<file path="config.mk">
export PLATFORM = sky130hd
export DESIGN_NAME = mfpc_queue
export DESIGN_NICKNAME = d
export VERILOG_FILES = /design/src/design/mfpc_pkg.sv /design/src/design/mfpc_queue.sv
export SDC_FILE = /design/constraint.sdc
export NUM_CORES = 1
export LEC_CHECK = 0
export CORE_MARGIN = 2
export CORE_UTILIZATION = 30
export DETAILED_ROUTE_END_ITERATION = 6
export DONT_BUFFER_PORTS = 1
export GPL_ROUTABILITY_DRIVEN = 0
export GPL_TIMING_DRIVEN = 0
export MAX_ROUTING_LAYER = met4
export PLACE_DENSITY_LB_ADDON = 0.1
export SKIP_CTS_REPAIR_TIMING = 1
export SLEW_MARGIN = 20
export SYNTH_ARGS = -nofsm -noshare
export SYNTH_HDL_FRONTEND = slang
export SYNTH_SLANG_ARGS = --single-unit
</file>
<file path="constraint.sdc">
create_clock -name clk -period 1.23 [get_ports clk]
set_clock_uncertainty 0.05 [all_clocks]
set_input_delay 0.0615 -clock clk [delete_from_list [all_inputs] [get_ports clk]]
set_output_delay 0.0615 -clock clk [all_outputs]
set_load 0.005 [all_outputs]
</file>
<file path="src/design/mfpc_pkg.sv">
// Shared types and constants for the minimum falling path cost block.
package mfpc_pkg;

  // Configuration register layout
  localparam int CFG_W      = 9;
  localparam int CFG_IDX_W  = 1;
  localparam logic [CFG_IDX_W-1:0] REG_GRID_ROWS = 1'd0;
  localparam logic [CFG_IDX_W-1:0] REG_GRID_COLS = 1'd1;

  // Cost datapath
  localparam int COST_W = 24;
  localparam logic [COST_W-1:0] COST_MAX = '1;

  // Defaults for the top-level parameters
  localparam int DEF_MAX_COLS  = 256;
  localparam int DEF_MAX_ROWS  = 256;
  localparam int DEF_FARE_BITS = 16;

  // Queue between front and back, result buffer on the output side
  localparam int QUEUE_DEPTH = 2;
  localparam int RES_DEPTH   = 4;
  localparam int RES_CNT_W   = $clog2(RES_DEPTH + 1);
  localparam int RES_PTR_W   = $clog2(RES_DEPTH);

  // Position flags worked out by the front for every fare
  typedef struct packed {
    logic first_row;
    logic last_row;
    logic first_col;
    logic last_col;
  } item_flags_t;

  // Back-end status seen by the top level
  typedef struct packed {
    logic [RES_CNT_W-1:0] res_count;
    logic                 s1_last;
  } back_stat_t;

endpackage

</file>
<file path="src/design/mfpc_queue.sv">
// Small FIFO that decouples the front end from the back end.
module mfpc_queue #(
  parameter int DATA_W = 8,
  parameter int DEPTH  = mfpc_pkg::QUEUE_DEPTH
) (
  input  logic              clk,
  input  logic              rst_n,
  input  logic              push,
  input  logic [DATA_W-1:0] push_data,
  output logic              full,
  input  logic              pop,
  output logic              valid,
  output logic [DATA_W-1:0] head
);

  localparam int PW = (DEPTH > 1) ? $clog2(DEPTH) : 1;
  localparam int NW = $clog2(DEPTH + 1);

  logic [DATA_W-1:0] slot_r [DEPTH];
  logic [PW-1:0]     wr_ptr_r, wr_ptr_nxt;
  logic [PW-1:0]     rd_ptr_r, rd_ptr_nxt;
  logic [NW-1:0]     count_r, count_nxt;

  assign full  = (count_r == NW'(DEPTH));
  assign valid = (count_r != '0);
  assign head  = slot_r[rd_ptr_r];

  always_comb begin
    wr_ptr_nxt = wr_ptr_r;
    rd_ptr_nxt = rd_ptr_r;
    count_nxt  = count_r;
    if (push) begin
      wr_ptr_nxt = (wr_ptr_r == PW'(DEPTH - 1)) ? '0 : PW'(wr_ptr_r + 1'b1);
    end
    if (pop) begin
      rd_ptr_nxt = (rd_ptr_r == PW'(DEPTH - 1)) ? '0 : PW'(rd_ptr_r + 1'b1);
    end
    if (push && !pop) begin
      count_nxt = NW'(count_r + 1'b1);
    end else if (pop && !push) begin
      count_nxt = NW'(count_r - 1'b1);
    end
  end

  always_ff @(posedge clk) begin
    if (push) begin
      slot_r[wr_ptr_r] <= push_data;
    end
  end

  always_ff @(posedge clk) begin
    if (!rst_n) begin
      wr_ptr_r <= '0;
      rd_ptr_r <= '0;
      count_r  <= '0;
    end else begin
      wr_ptr_r <= wr_ptr_nxt;
      rd_ptr_r <= rd_ptr_nxt;
      count_r  <= count_nxt;
    end
  end

endmodule

</file>
==> flow_metrics.tcl, run 1 <==
set metrics [dict create \
    die_h_um 55.5 \
    crit_type "register to output port" \
    yosys.area.top_type_share_pct 60.3 \
    path_clk_slew_ps 100 \
    io_pins 22 \
    cts-buffers-inserted 3 \
    multi_input_area_sq_um 210 \
    cts.sinks 21 \
    maxCapViolCount 0 \
    final_util_pct 39.3 \
    hold_path_depth 3 \
    fin_nets 76 \
    critPathTopFamily "multiplexers" \
    final_antenna_net_count 0 \
    track_usage_pct 9.21 \
    netlist.top_cell.by_area "edfxtp_1" \
    clk_path_buf_depth 2 \
    syn_area_per_cell_sq_um 17.0 \
    regToRegSetupSlack_ps 70 \
    antenna_found_initial 0 \
    slew_headroom_pct 68.2 \
    start_kind "register" \
    n_antenna_cell 0 \
    cp_cell_sequence "buf_6 > mux2_2" \
    critPathRequiredTime_ps 1120 \
    dr_total_vias 418 \
    regToRegEndpoint "slot_r[1][7]" \
    period_minus_slack_ps 1220 \
    status "finished, final reports clean" \
    slowest_delay_ps 360 \
    clk_latency_ps 290 \
    wire_per_inst_um 14.1 \
    grt_overflow 0 \
    cp_data_arrival_time_ps 1110 \
    h-tree-depth 1 \
    synthCells 47 \
    hold_path_class "input pin to register" \
    n_fill_cell 250 \
    holdPathEnd "count_r[1]" \
    syn-num-nets 60 \
    finalCritPeriodShare_pct 98.9 \
    hold_violations 0 \
    power_w 0.00131 \
    cts_root_buf "clkbuf_4" \
    yosysWarnings 0 \
    worst_path_max_delay_cell "mux2_2" \
    hold_path.startpoint "push" \
    finalSetupViolCount 0 \
    core_sq_um 2500 \
    area_delta_synth_final_pct 23.2 \
    rsz0062_at_grt "true" \
    final_max_slew_viol_count 0 \
    yosysSeqAreaShare_pct 72.8 \
    grt_pass1_wl_mm 2.07 \
    finalSetupTns_ps 0 \
    drc 0 \
    drive_gt1_share_pct 27.4 \
    power_leakage_nw 0.353 \
    critical_path.max_fanout 8 \
    synth_area_leaders "edfxtp_1 60%, dfxtp_1 13%, mux2_2 11%, and2_1 3.1%, xor2_1 2.2%" \
    drt_iter0_drc 0 \
    die_w_um 55.5 \
    rr_worst_depth 1 \
    peakVddDrop_v 0.000744 \
    ys_ff_latch 21 \
    fmax_mhz 822 \
    worstMarginPinSlew_ps 475 \
    start_util_pct 31.9 \
    vias_per_cell 4.54 \
    cp-end-kind "output port" \
    syn_area_sq_um 797 \
    path_buf_inv 1 \
    grt_max_degree 13 \
    fp.dieArea_sq_um 3090 \
    firstDrtPassIters 1 \
    std_cell_rows 18 \
    timing.rr.start "wr_ptr_r" \
    wirelength_mm 1.30 \
    tritoncts "built" \
    synth.distinct_cells 16 \
    powerDensity_nw_per_um2 1330 \
    hpwl_um 941 \
    grt_pass1_vias 439 \
    io_buffers 0 \
    regArea_sq_um 582 \
]
==> placed cells by master (no fill, tap or decap) <==
master         netlist  layout
a21boi_1             1       1
and2_1               4       4
and2b_2              1       1
buf_6                0       1
clkbuf_4             0       3
clkinv_2             0       1
dfxtp_1              5       4
dfxtp_2              0       1
dlygate4sd3_1        0      11
edfxtp_1            16      16
ha_1                 1       1
inv_1                1       1
mux2_2               8       8
nor2b_1              2       1
nor2b_2              0       1
o21a_1               1       1
o21ai_0              1       1
or2_2                1       1
or3_1                1       1
xnor2_1              1       1
xor2_1               2       2
==> worst max path at each step <==
stage              from           end  slack, ps  cells past startpoint
4_1_cts        wr_ptr_r  slot_r[0][1]       -150                      1
3_3_place_gp   wr_ptr_r  slot_r[0][0]        -90                      1
5_1_grt        register       head[0]        -70                      2
3_5_place_dp   wr_ptr_r  slot_r[0][1]       -140                      1
2_1_floorplan  wr_ptr_r  slot_r[0][0]         80                      1
6_report       register       head[0]         10                      2
==> Yosys cell counts, drive strengths merged <==
cell type,instances
a21boi,1
and2,4
and2b,1
buf,1
dfxtp,5
edfxtp,16
ha,1
inv,1
mux2,8
nor2b,2
o21a,1
o21ai,1
or2,1
or3,1
xnor2,1
xor2,2
==> logic make-up after synthesis <==
| logic type | count (synthesis) | share of synthesized area, % |
|---|---|---|
| compound gates | 3 | 2.51 |
| xor+xnor | 3 | 3.30 |
| fa+ha+maj | 1 | 1.57 |
| buf+inv | 2 | 1.10 |
| flops | 21 | 72.8 |
| mux | 8 | 11.3 |
| simple gates | 9 | 7.38 |
==> layer usage <==
layer | wire (um) | GRT usage, % | up-vias
met5 | 0 | - | -
met2 | 733 | 14.5 | 15
met3 | 97 | 4.45 | 0
met1 | 466 | 9.34 | 203
met4 | 0 | 5.23 | 0
li1 | - | - | 200
==> metrics by stage <==
step	worst slack (ps)	area (sq um)	std cells	hold WS, ps
2_1_floorplan	75.7	797	47	110
3_3_place_gp	-89.7	835	77	110
3_5_place_dp	-138	835	77	110
4_1_cts	-152	862	81	-203
5_1_grt	-67.5	982	92	88.1
6_report	13.4	982	92	103
==> tightest hold or removal path, delay by kind of cell <==
| kind | cells | cell delay (ps) |
|---|---|---|
| AOI/OAI and AO/OA | 1 | 60 |
| adders and majority gates | 1 | 160 |
| and+or+nand+nor | 1 | 130 |
==> report_power, final <==
part | internal, W | total, W | switching, W
clock | 0.000121 | 0.000307 | 0.000186
combinational | 0.0000945 | 0.000167 | 0.0000723
sequential | 0.000812 | 0.000833 | 0.0000204
total | 0.00103 | 0.00131 | 0.000278
==> registers in the layout, indices dropped and copies added, names as in the netlist, named ones only <==
signal    flops
slot_r       16
count_r       2
rd_ptr_r      1
wr_ptr_r      1
==> final cells by class <==
type | instances | share of cell area (%)
sequential | 21 | 59.2
multi-input combinational | 24 | 21.4
timing repair buffer | 11 | 11.2
tap | 30 | 3.82
clock buffer | 3 | 2.29
buffer | 1 | 1.15
clock inverter | 1 | 0.510
inverter | 1 | 0.382
Note: power is estimated with default switching activity, not from simulation.
==> run 2, diff against run 1 <==
==> constraint.sdc (replaced) <==
create_clock -name clk -period 1.2 [get_ports clk]
set_clock_uncertainty 0.05 [all_clocks]
set_input_delay 0.06 -clock clk [delete_from_list [all_inputs] [get_ports clk]]
set_output_delay 0.06 -clock clk [all_outputs]
set_load 0.005 [all_outputs]
==> run 2 against run 1 <==
- first-iteration DRC count increased by 2
- global-route usage unchanged
- worst hold slack got worse by 63 ps
- clock power increased by 3%
- sequential power increased by 2.8%
- non-clock buffer count unchanged
- largest power group unchanged
==> flow_metrics.tcl, run 2 (same netlist as run 1, synthesis figures left out) <==
set metrics [dict create \
    status "finished, final reports clean" \
    critical_path.max_fanout 8 \
    mostFrequentLayoutCells "16 x edfxtp_1, 11 x dlygate4sd3_1, 8 x mux2_4" \
    track_usage_pct 9.21 \
    finalCritPeriodShare_pct 99.7 \
    comb_power_share_pct 14.3 \
    seqPwrFrac_pct 62.7 \
    final_antenna_net_count 0 \
    clk_latency_ps 290 \
    peakVddDrop_v 0.000767 \
    final_max_slew_viol_count 0 \
    tritoncts "built" \
    wirelength_mm 1.31 \
    clk_path_buf_depth 2 \
    start_util_pct 31.9 \
    final.hold.worst_slack_ps 40.3 \
    antenna_found_initial 0 \
    cts-buffers-inserted 3 \
    die_w_um 55.5 \
    cp-end-kind "output port" \
    use_met2_pct 14.5 \
    hold_path_class "input pin to register" \
    fin_nets 76 \
    n_antenna_cell 0 \
    fp.dieArea_sq_um 3090 \
    rsz0062_at_grt "true" \
    pwr-share-clk_pct 23.1 \
    cts_root_buf "clkbuf_4" \
    maxCapViolCount 0 \
    pre_cts_ws_ps -168 \
    drc 0 \
    grt.busiest_layer "met2" \
    met1_usage_pct 9.34 \
    p_switching_w 0.000292 \
    grt_pass1_wl_mm 2.07 \
    crit_type "register to output port" \
    grt_max_degree 13 \
    wire_per_inst_um 14.3 \
    core_sq_um 2500 \
    h-tree-depth 1 \
    swShare_pct 21.4 \
    n_fill_cell 236 \
    layout.cells.non_filler 92 \
    start_kind "register" \
    dp.cells 77 \
    finalSetupViolCount 0 \
    fmax_mhz 836 \
    top_regs "slot_r (16), count_r (2)" \
    fin_ws_ps 3.29 \
    period_minus_slack_ps 1200 \
    std_cell_rows 18 \
    io_pins 22 \
    hpwl_um 941 \
    final_util_pct 40.9 \
    powerDensity_nw_per_um2 1340 \
    layout_commonest_cell "edfxtp_1" \
    cp_data_arrival_time_ps 1090 \
    critPathRequiredTime_ps 1090 \
    io_buffers 0 \
    drt_iter0_drc 2 \
    dr_total_vias 422 \
    die_h_um 55.5 \
    grt_use_met3_pct 4.45 \
    worstMarginPinSlew_ps 281 \
    path_clk_slew_ps 110 \
    power_leakage_nw 0.389 \
    cts.sinks 21 \
    p_int_w 0.00107 \
    grt_overflow 0 \
    firstDrtPassIters 3 \
    largest_reg_flops 16 \
    hold_violations 0 \
    slew_headroom_pct 81.2 \
    top_register "slot_r" \
    vias_per_cell 4.59 \
    drive_gt1_share_pct 29.0 \
    area_delta_synth_final_pct 28.3 \
    grt_pass1_vias 439 \
]
## run 2: stage by stage
stage,total power (W),cell area [sq um],TNS [ps]
2_1_floorplan,0.000973,797,0
3_3_place_gp,0.000993,835,-966
3_5_place_dp,0.00100,835,-1410
4_1_cts,0.00132,862,-2490
5_1_grt,0.00145,1020,-534
6_report,0.00137,1020,0
## run 2: path summary, 6_finish.rpt
kind                            startpoint           end  slack, ps  cells after the start
worst min-delay path                  push  slot_r[0][6]         40                      1
worst max register to register  count_r[0]    count_r[1]        110                      3
worst min register to register  count_r[1]    count_r[1]        470                      2
worst max-delay path              register       head[0]          3                      2
## run 2: area by class of cell
cell class	count	area [sq um]	area share (%)
Multi-Input combinational cell	24	246	24.1
Clock buffer	3	22.5	2.20
Buffer	1	15.0	1.47
Clock inverter	1	5.00	0.490
Timing Repair Buffer	11	110	10.8
Sequential cell	21	582	56.9
Inverter	1	3.75	0.367
Tap cell	30	37.5	3.67
## run 2: routing by layer
| layer | vias up | wire (um) | part of all wire, % |
|---|---|---|---|
| li1 | 200 | - | - |
| met1 | 206 | 479 | 37 |
| met2 | 16 | 749 | 57 |
| met3 | 0 | 83 | 6.3 |
| met4 | 0 | 0 | 0 |
| met5 | - | 0 | 0 |
## run 2: power groups by stage
stage	Clock, W	Sequential, W	Combinational, W
2_1_floorplan	0	0.000862	0.000111
3_3_place_gp	0	0.000865	0.000128
3_5_place_dp	0	0.000869	0.000136
4_1_cts	0.000331	0.000852	0.000137
5_1_grt	0.000379	0.000864	0.000212
6_report	0.000315	0.000856	0.000195
## run 2: worst max-delay path, stage by stage (launching register included)
cell and delay [ps]:
dfxtp_2 340, buf_8 140, mux2_4 310
