`src/design/mfpc_pkg.sv`:
```
// Shared types and constants for the minimum falling path cost block.
package mfpc_pkg;

  // Configuration register layout
  localparam int CFG_W      = 9;
  localparam int CFG_IDX_W  = 1;
  localparam logic [CFG_IDX_W-1:0] REG_GRID_ROWS = 1'd0;
  localparam logic [CFG_IDX_W-1:0] REG_GRID_COLS = 1'd1;

  // Cost datapath
  localparam int COST_W = 24;
  localparam logic [COST_W-1:0] COST_MAX = '1;

  // Defaults for the top-level parameters
  localparam int DEF_MAX_COLS  = 256;
  localparam int DEF_MAX_ROWS  = 256;
  localparam int DEF_FARE_BITS = 16;

  // Queue between front and back, result buffer on the output side
  localparam int QUEUE_DEPTH = 2;
  localparam int RES_DEPTH   = 4;
  localparam int RES_CNT_W   = $clog2(RES_DEPTH + 1);
  localparam int RES_PTR_W   = $clog2(RES_DEPTH);

  // Position flags worked out by the front for every fare
  typedef struct packed {
    logic first_row;
    logic last_row;
    logic first_col;
    logic last_col;
  } item_flags_t;

  // Back-end status seen by the top level
  typedef struct packed {
    logic [RES_CNT_W-1:0] res_count;
    logic                 s1_last;
  } back_stat_t;

endpackage

```
`src/design/mfpc_front.sv`:
```
// Front end: configuration registers, grid position counters and item tagging.
module mfpc_front #(
  parameter int MAX_COLS  = mfpc_pkg::DEF_MAX_COLS,
  parameter int MAX_ROWS  = mfpc_pkg::DEF_MAX_ROWS,
  parameter int FARE_BITS = mfpc_pkg::DEF_FARE_BITS,
  parameter int CW        = (MAX_COLS > 1) ? $clog2(MAX_COLS) : 1
) (
  input  logic                           clk,
  input  logic                           rst_n,
  input  logic                           cfg_we,
  input  logic [mfpc_pkg::CFG_IDX_W-1:0] cfg_index,
  input  logic [mfpc_pkg::CFG_W-1:0]     cfg_wdata,
  input  logic                           in_valid,
  output logic                           in_stall,
  input  logic [FARE_BITS-1:0]           in_fare,
  input  logic                           q_full,
  output logic                           q_push,
  output logic [FARE_BITS-1:0]           q_fare,
  output logic [CW-1:0]                  q_col,
  output mfpc_pkg::item_flags_t          q_flags,
  output logic                           restart
);

  localparam int RW = (MAX_ROWS > 1) ? $clog2(MAX_ROWS) : 1;

  logic [mfpc_pkg::CFG_W-1:0] rows_r, rows_nxt;
  logic [mfpc_pkg::CFG_W-1:0] cols_r, cols_nxt;
  logic [RW-1:0]              row_r, row_nxt;
  logic [CW-1:0]              col_r, col_nxt;
  logic [RW-1:0]              rows_m1;
  logic [CW-1:0]              cols_m1;
  logic                       accept;

  // Effective size minus one: zero acts as one, oversize clamps
  always_comb begin
    if (rows_r == '0) begin
      rows_m1 = '0;
    end else if (32'(rows_r) > MAX_ROWS) begin
      rows_m1 = RW'(MAX_ROWS - 1);
    end else begin
      rows_m1 = RW'(32'(rows_r) - 32'd1);
    end
    if (cols_r == '0) begin
      cols_m1 = '0;
    end else if (32'(cols_r) > MAX_COLS) begin
      cols_m1 = CW'(MAX_COLS - 1);
    end else begin
      cols_m1 = CW'(32'(cols_r) - 32'd1);
    end
  end

  assign in_stall = q_full;
  assign accept   = in_valid && !q_full;
  assign restart  = cfg_we;

  assign q_push            = accept;
  assign q_fare            = in_fare;
  assign q_col             = col_r;
  assign q_flags.first_row = (row_r == '0);
  assign q_flags.last_row  = (row_r == rows_m1);
  assign q_flags.first_col = (col_r == '0);
  assign q_flags.last_col  = (col_r == cols_m1);

  always_comb begin
    rows_nxt = rows_r;
    cols_nxt = cols_r;
    row_nxt  = row_r;
    col_nxt  = col_r;
    if (cfg_we) begin
      case (cfg_index)
        mfpc_pkg::REG_GRID_ROWS: rows_nxt = cfg_wdata;
        mfpc_pkg::REG_GRID_COLS: cols_nxt = cfg_wdata;
        default: ;
      endcase
      row_nxt = '0;
      col_nxt = '0;
    end else if (accept) begin
      if (q_flags.last_col) begin
        col_nxt = '0;
        row_nxt = q_flags.last_row ? '0 : RW'(row_r + 1'b1);
      end else begin
        col_nxt = CW'(col_r + 1'b1);
      end
    end
  end

  always_ff @(posedge clk) begin
    if (!rst_n) begin
      rows_r <= mfpc_pkg::CFG_W'(1);
      cols_r <= mfpc_pkg::CFG_W'(1);
      row_r  <= '0;
      col_r  <= '0;
    end else begin
      rows_r <= rows_nxt;
      cols_r <= cols_nxt;
      row_r  <= row_nxt;
      col_r  <= col_nxt;
    end
  end

endmodule

```
`config.mk`:
```
export PLATFORM = sky130hd
export DESIGN_NAME = mfpc_front
export DESIGN_NICKNAME = d
export VERILOG_FILES = /design/src/design/mfpc_pkg.sv /design/src/design/mfpc_front.sv
export SDC_FILE = /design/constraint.sdc
export NUM_CORES = 1
export LEC_CHECK = 0
export ABC_CLOCK_PERIOD_IN_PS = 4400
export BUFFER_PORTS_ARGS = -buffer_cell sky130_fd_sc_hd__buf_2
export CORE_AREA = 2 2 73 93
export DETAILED_ROUTE_END_ITERATION = 10
export DIE_AREA = 0 0 75 95
export PLACE_DENSITY = 0.74
export SYNTH_ARGS = -nofsm -noshare
export SYNTH_HDL_FRONTEND = slang
export SYNTH_SLANG_ARGS = --single-unit
export TNS_END_PERCENT = 50
```
`constraint.sdc`:
```
create_clock -name clk -period 4.4 [get_ports clk]
set_input_delay 0.44 -clock clk [delete_from_list [all_inputs] [get_ports clk]]
set_output_delay 0.44 -clock clk [all_outputs]
set_load 0.02 [all_outputs]
```
==> impl_metrics.xml <==
<?xml version="1.0" encoding="UTF-8"?>
<metrics>
  <group name="clock_tree">
    <metric name="clock_tree.htree_level_count" unit="">2</metric>
    <metric name="cts_setup_buffers" unit="">0</metric>
    <metric name="clk_pin_slew_worst_paths" unit="ns">0.07</metric>
    <metric name="cts-root-to-sink-buffers" unit="">2</metric>
    <metric name="root_buffer_selected_by_cts" unit="">sky130_fd_sc_hd__clkbuf_8</metric>
    <metric name="tritoncts_clock_tree" unit="">built</metric>
    <metric name="clock_latency_reported_for_the_late_side_of_the_worst_skew_pair" unit="ns">0.28</metric>
    <metric name="number_of_clock_sinks_seen_by_cts" unit="">34</metric>
    <metric name="cts-hold-fix-buffers" unit="">0</metric>
    <metric name="post_cts.resized_instances" unit="">0</metric>
    <metric name="cts_inserted_buffers" unit="">5</metric>
  </group>
  <group name="placed_design">
    <metric name="final_wtd_congestion" unit="">0.957</metric>
    <metric name="placed_cells" unit="">433</metric>
    <metric name="io_buffer_count" unit="">29</metric>
    <metric name="detailed_place_hpwl" unit="um">4960</metric>
    <metric name="postPlaceCellArea" unit="um^2">2760</metric>
  </group>
  <group name="sta">
    <metric name="setup_violations" unit="">0</metric>
    <metric name="hold_viol_final" unit="">0</metric>
    <metric name="fin_tns_setup" unit="ns">0</metric>
    <metric name="share_of_the_clock_period_used_by_the_worst_path_after_layout" unit="%">77.9</metric>
    <metric name="rsz0062_at_grt" unit="">no</metric>
    <metric name="layout_min_cycle_time" unit="ns">3.43</metric>
    <metric name="tightestPinTransition" unit="ns">0.620</metric>
    <metric name="timing.clock.skew" unit="ns">0.00341</metric>
    <metric name="drv_slew" unit="">0</metric>
    <metric name="max-slew-margin-rel" unit="%">58.6</metric>
    <metric name="fin_worst_hold_slack" unit="ns">0.420</metric>
    <metric name="clock.fmax" unit="MHz">292</metric>
  </group>
  <group name="logic_synthesis">
    <metric name="synth_area_per_cell" unit="um^2">7.74</metric>
    <metric name="yosys.area.top_type_share" unit="%">24.7</metric>
    <metric name="yosysWarningCount" unit="">0</metric>
    <metric name="asyncSetResetFlopFracSynth" unit="%">0</metric>
    <metric name="synth.distinct_cells" unit="">66</metric>
    <metric name="synth_enable_flop_cells" unit="">0</metric>
    <metric name="synthesis.instances" unit="">356</metric>
    <metric name="largest_cells_by_area_after_synthesis" unit="">sky130_fd_sc_hd__dfxtp_1, sky130_fd_sc_hd__nand2_1, sky130_fd_sc_hd__buf_4</metric>
    <metric name="yosys.area.top_type" unit="">sky130_fd_sc_hd__dfxtp_1</metric>
    <metric name="postSynth.topFlopCell" unit="">sky130_fd_sc_hd__dfxtp_1</metric>
    <metric name="syn_nets" unit="">393</metric>
    <metric name="yosys_register_bits" unit="">34</metric>
    <metric name="synth-seq-area-share" unit="%">24.7</metric>
    <metric name="synth.cell_area" unit="um^2">2750</metric>
  </group>
  <group name="min_path">
    <metric name="timing.hold.worst_path_depth" unit="">3</metric>
    <metric name="hold_path_startpoint" unit="">cfg_wdata[3]</metric>
    <metric name="min_path_type" unit="">primary input to flip-flop</metric>
  </group>
  <group name="critical_path">
    <metric name="critical_register_to_register_path_startpoint" unit="">cols_r[0]$_SDFFE_PN1P_</metric>
    <metric name="worst-r2r-setup-slack" unit="ns">1.39</metric>
    <metric name="worst-endpoint-arrival" unit="ns">2.99</metric>
    <metric name="worst_setup_sp" unit="">cols_r[0]$_SDFFE_PN1P_</metric>
    <metric name="cp.required" unit="ns">3.96</metric>
    <metric name="sort_of_element_at_the_end_of_the_critical_path" unit="">output pin</metric>
    <metric name="worst_setup_path_start_kind" unit="">flip-flop</metric>
    <metric name="crit_fanout" unit="">9</metric>
    <metric name="path_class" unit="">flip-flop to output pin</metric>
    <metric name="rr_worst_depth" unit="">10</metric>
  </group>
  <group name="floorplanning">
    <metric name="die-width" unit="um">75</metric>
    <metric name="core.rowCount" unit="">33</metric>
    <metric name="floorplan.die.height" unit="um">95</metric>
    <metric name="fp.dieArea" unit="um^2">7130</metric>
    <metric name="coreArea" unit="um^2">6320</metric>
    <metric name="start_util" unit="%">43.6</metric>
    <metric name="top_level_ports" unit="">62</metric>
  </group>
  <group name="final_layout">
    <metric name="seq_area" unit="um^2">681</metric>
    <metric name="area_delta_synth_final" unit="%">4.23</metric>
    <metric name="final_cells" unit="">441</metric>
    <metric name="post_route_cells_drive_above_1_share" unit="%">15.8</metric>
    <metric name="final_nets" unit="">390</metric>
    <metric name="design_area" unit="um^2">2870</metric>
    <metric name="n_fill_cell" unit="">644</metric>
    <metric name="multi_input_area" unit="um^2">1770</metric>
    <metric name="antenna_cells_inserted" unit="">0</metric>
  </group>
  <group name="outcome">
    <metric name="run_status" unit="">finished, final reports clean</metric>
  </group>
  <group name="power">
    <metric name="p_switching" unit="mW">0.235</metric>
    <metric name="power.share.clock" unit="%">34.8</metric>
    <metric name="p_per_area" unit="nW/um^2">272</metric>
    <metric name="vdd_drop_max" unit="mV">0.153</metric>
    <metric name="p_leak" unit="nW">1.07</metric>
    <metric name="p_int" unit="mW">0.546</metric>
    <metric name="power_switching_share" unit="%">30.1</metric>
    <metric name="power.share.sequential" unit="%">43.0</metric>
    <metric name="comb_power_share" unit="%">22.2</metric>
  </group>
  <group name="global_routing">
    <metric name="wire_length_of_the_first_global_routing_pass" unit="um">10900</metric>
    <metric name="vias_in_the_first_global_route" unit="">2298</metric>
    <metric name="grt_max_degree" unit="">20</metric>
    <metric name="global_route.usage.total" unit="%">19.4</metric>
    <metric name="grt_overflow_total" unit="">0</metric>
    <metric name="antenna_found_initial" unit="">0</metric>
  </group>
  <group name="detailed_routing">
    <metric name="avgViaCountPerCell" unit="">5.90</metric>
    <metric name="drc" unit="">0</metric>
    <metric name="route.vias.total" unit="">2603</metric>
    <metric name="drt_iter0_drc" unit="">174</metric>
    <metric name="routed_wire_length_per_instance" unit="um">14.7</metric>
    <metric name="first_drt_pass_iteration_count" unit="">4</metric>
    <metric name="totalWireLength" unit="um">6500</metric>
    <metric name="route.antenna.remaining_nets" unit="">0</metric>
  </group>
  <group name="flow_run">
    <metric name="timing.max_cap.violations" unit="">0</metric>
  </group>
</metrics>
[cells in the mapped netlist, types with 5 or more instances]
cell and instances:
sky130_fd_sc_hd__nand2_1 51, sky130_fd_sc_hd__dfxtp_1 34, sky130_fd_sc_hd__buf_4 20, sky130_fd_sc_hd__nor3_1 20, sky130_fd_sc_hd__a21boi_0 16, sky130_fd_sc_hd__nor2_1 15
sky130_fd_sc_hd__inv_1 13, sky130_fd_sc_hd__xnor2_1 12, sky130_fd_sc_hd__nand3_1 11, sky130_fd_sc_hd__clkbuf_1 10, sky130_fd_sc_hd__o21ai_0 9, sky130_fd_sc_hd__a21oi_1 8
sky130_fd_sc_hd__and3_1 8, sky130_fd_sc_hd__nor4_1 8, sky130_fd_sc_hd__nand4_1 7, sky130_fd_sc_hd__o211ai_1 7, sky130_fd_sc_hd__ha_1 6, sky130_fd_sc_hd__xor2_1 6
sky130_fd_sc_hd__a31oi_1 5, sky130_fd_sc_hd__buf_2 5, sky130_fd_sc_hd__or3_1 5
[through the flow]
stage | total power [mW] | worst slack, ns | utilization [%]
after floorplan | 0.497 | 1.38 | -
after global placement | 0.513 | 1.37 | 43.7
after detailed placement | 0.515 | 1.31 | 43.7
after CTS | 0.784 | 0.987 | 45.4
after global routing | 0.816 | 0.637 | 45.4
final | 0.781 | 0.974 | 45.4
[cell type report]
type	count	area share, %
clock buffers	8	3.84
repair buffers	29	5.06
well taps	87	3.79
multi-input cells	268	61.6
flip-flops and latches	34	23.7
inverters	15	1.96
[flip-flops by register name (all words and copies together) (netlist names)]
| register | count |
|---|---|
| cols_r | 9 |
| q_col | 8 |
| row_r | 8 |
| rows_r | 9 |
[cell families after synthesis]
group                    synth area share (%)
AO/OA/AOI/OAI                            21.0
buffers and inverters                    11.0
XOR/XNOR                                 5.72
AND/OR/NAND/NOR                          33.7
flip-flops                               24.7
adder cells (fa/ha/maj)                  2.73
multiplexers                             1.09
[placed cells by master, fill, tap and decap left out, types with 5 or more instances in the layout]
master                     instances
sky130_fd_sc_hd__nor4_1            8
sky130_fd_sc_hd__nand4_1           7
sky130_fd_sc_hd__clkbuf_8          8
sky130_fd_sc_hd__xnor2_1          12
sky130_fd_sc_hd__o21ai_0           9
sky130_fd_sc_hd__and3_1            8
sky130_fd_sc_hd__inv_1            13
sky130_fd_sc_hd__buf_2            29
sky130_fd_sc_hd__xor2_1            6
sky130_fd_sc_hd__dfxtp_1          34
sky130_fd_sc_hd__nor2_1           15
sky130_fd_sc_hd__nor3_1           20
sky130_fd_sc_hd__nand2_1          51
sky130_fd_sc_hd__or3_1             5
sky130_fd_sc_hd__nand3_1          11
sky130_fd_sc_hd__a31oi_1           5
sky130_fd_sc_hd__o211ai_1          7
sky130_fd_sc_hd__a21boi_0         16
sky130_fd_sc_hd__ha_1              6
sky130_fd_sc_hd__a21oi_1           8
[per-layer routing]
layer  global-route usage [%]  wire length [um]  up-vias
met4                     10.3               190        0
li1                         -                 -     1277
met5                        0                 0        -
met2                     30.3              3290       83
met3                     2.99               312       21
met1                     25.3              2710     1222
[final timing paths]
check	to
max	q_flags[0]
min	rows_r[3]$_SDFFE_PN0P_
max reg2reg	row_r[6]$_SDFFE_PP0P_
min reg2reg	row_r[0]$_SDFFE_PP0P_
[critical path: stages (launching register included)]
cell and delay [ns]:
sky130_fd_sc_hd__dfxtp_1 0.38, sky130_fd_sc_hd__inv_1 0.15, sky130_fd_sc_hd__ha_1 0.27, sky130_fd_sc_hd__or3b_2 0.53
sky130_fd_sc_hd__o22ai_1 0.17, sky130_fd_sc_hd__a21oi_1 0.10, sky130_fd_sc_hd__nor4_1 0.27, sky130_fd_sc_hd__nand4b_1 0.25
sky130_fd_sc_hd__nor3_1 0.33, sky130_fd_sc_hd__buf_2 0.23
[power groups by stage]
stage / logic, mW / clock network (mW) / registers [mW]
floorplan: 0.167 / 0 / 0.330
global placement: 0.171 / 0 / 0.342
detailed placement: 0.172 / 0 / 0.342
CTS: 0.173 / 0.276 / 0.335
global route: 0.192 / 0.286 / 0.338
finish: 0.174 / 0.272 / 0.336
Power figures use the tool's default switching activity.
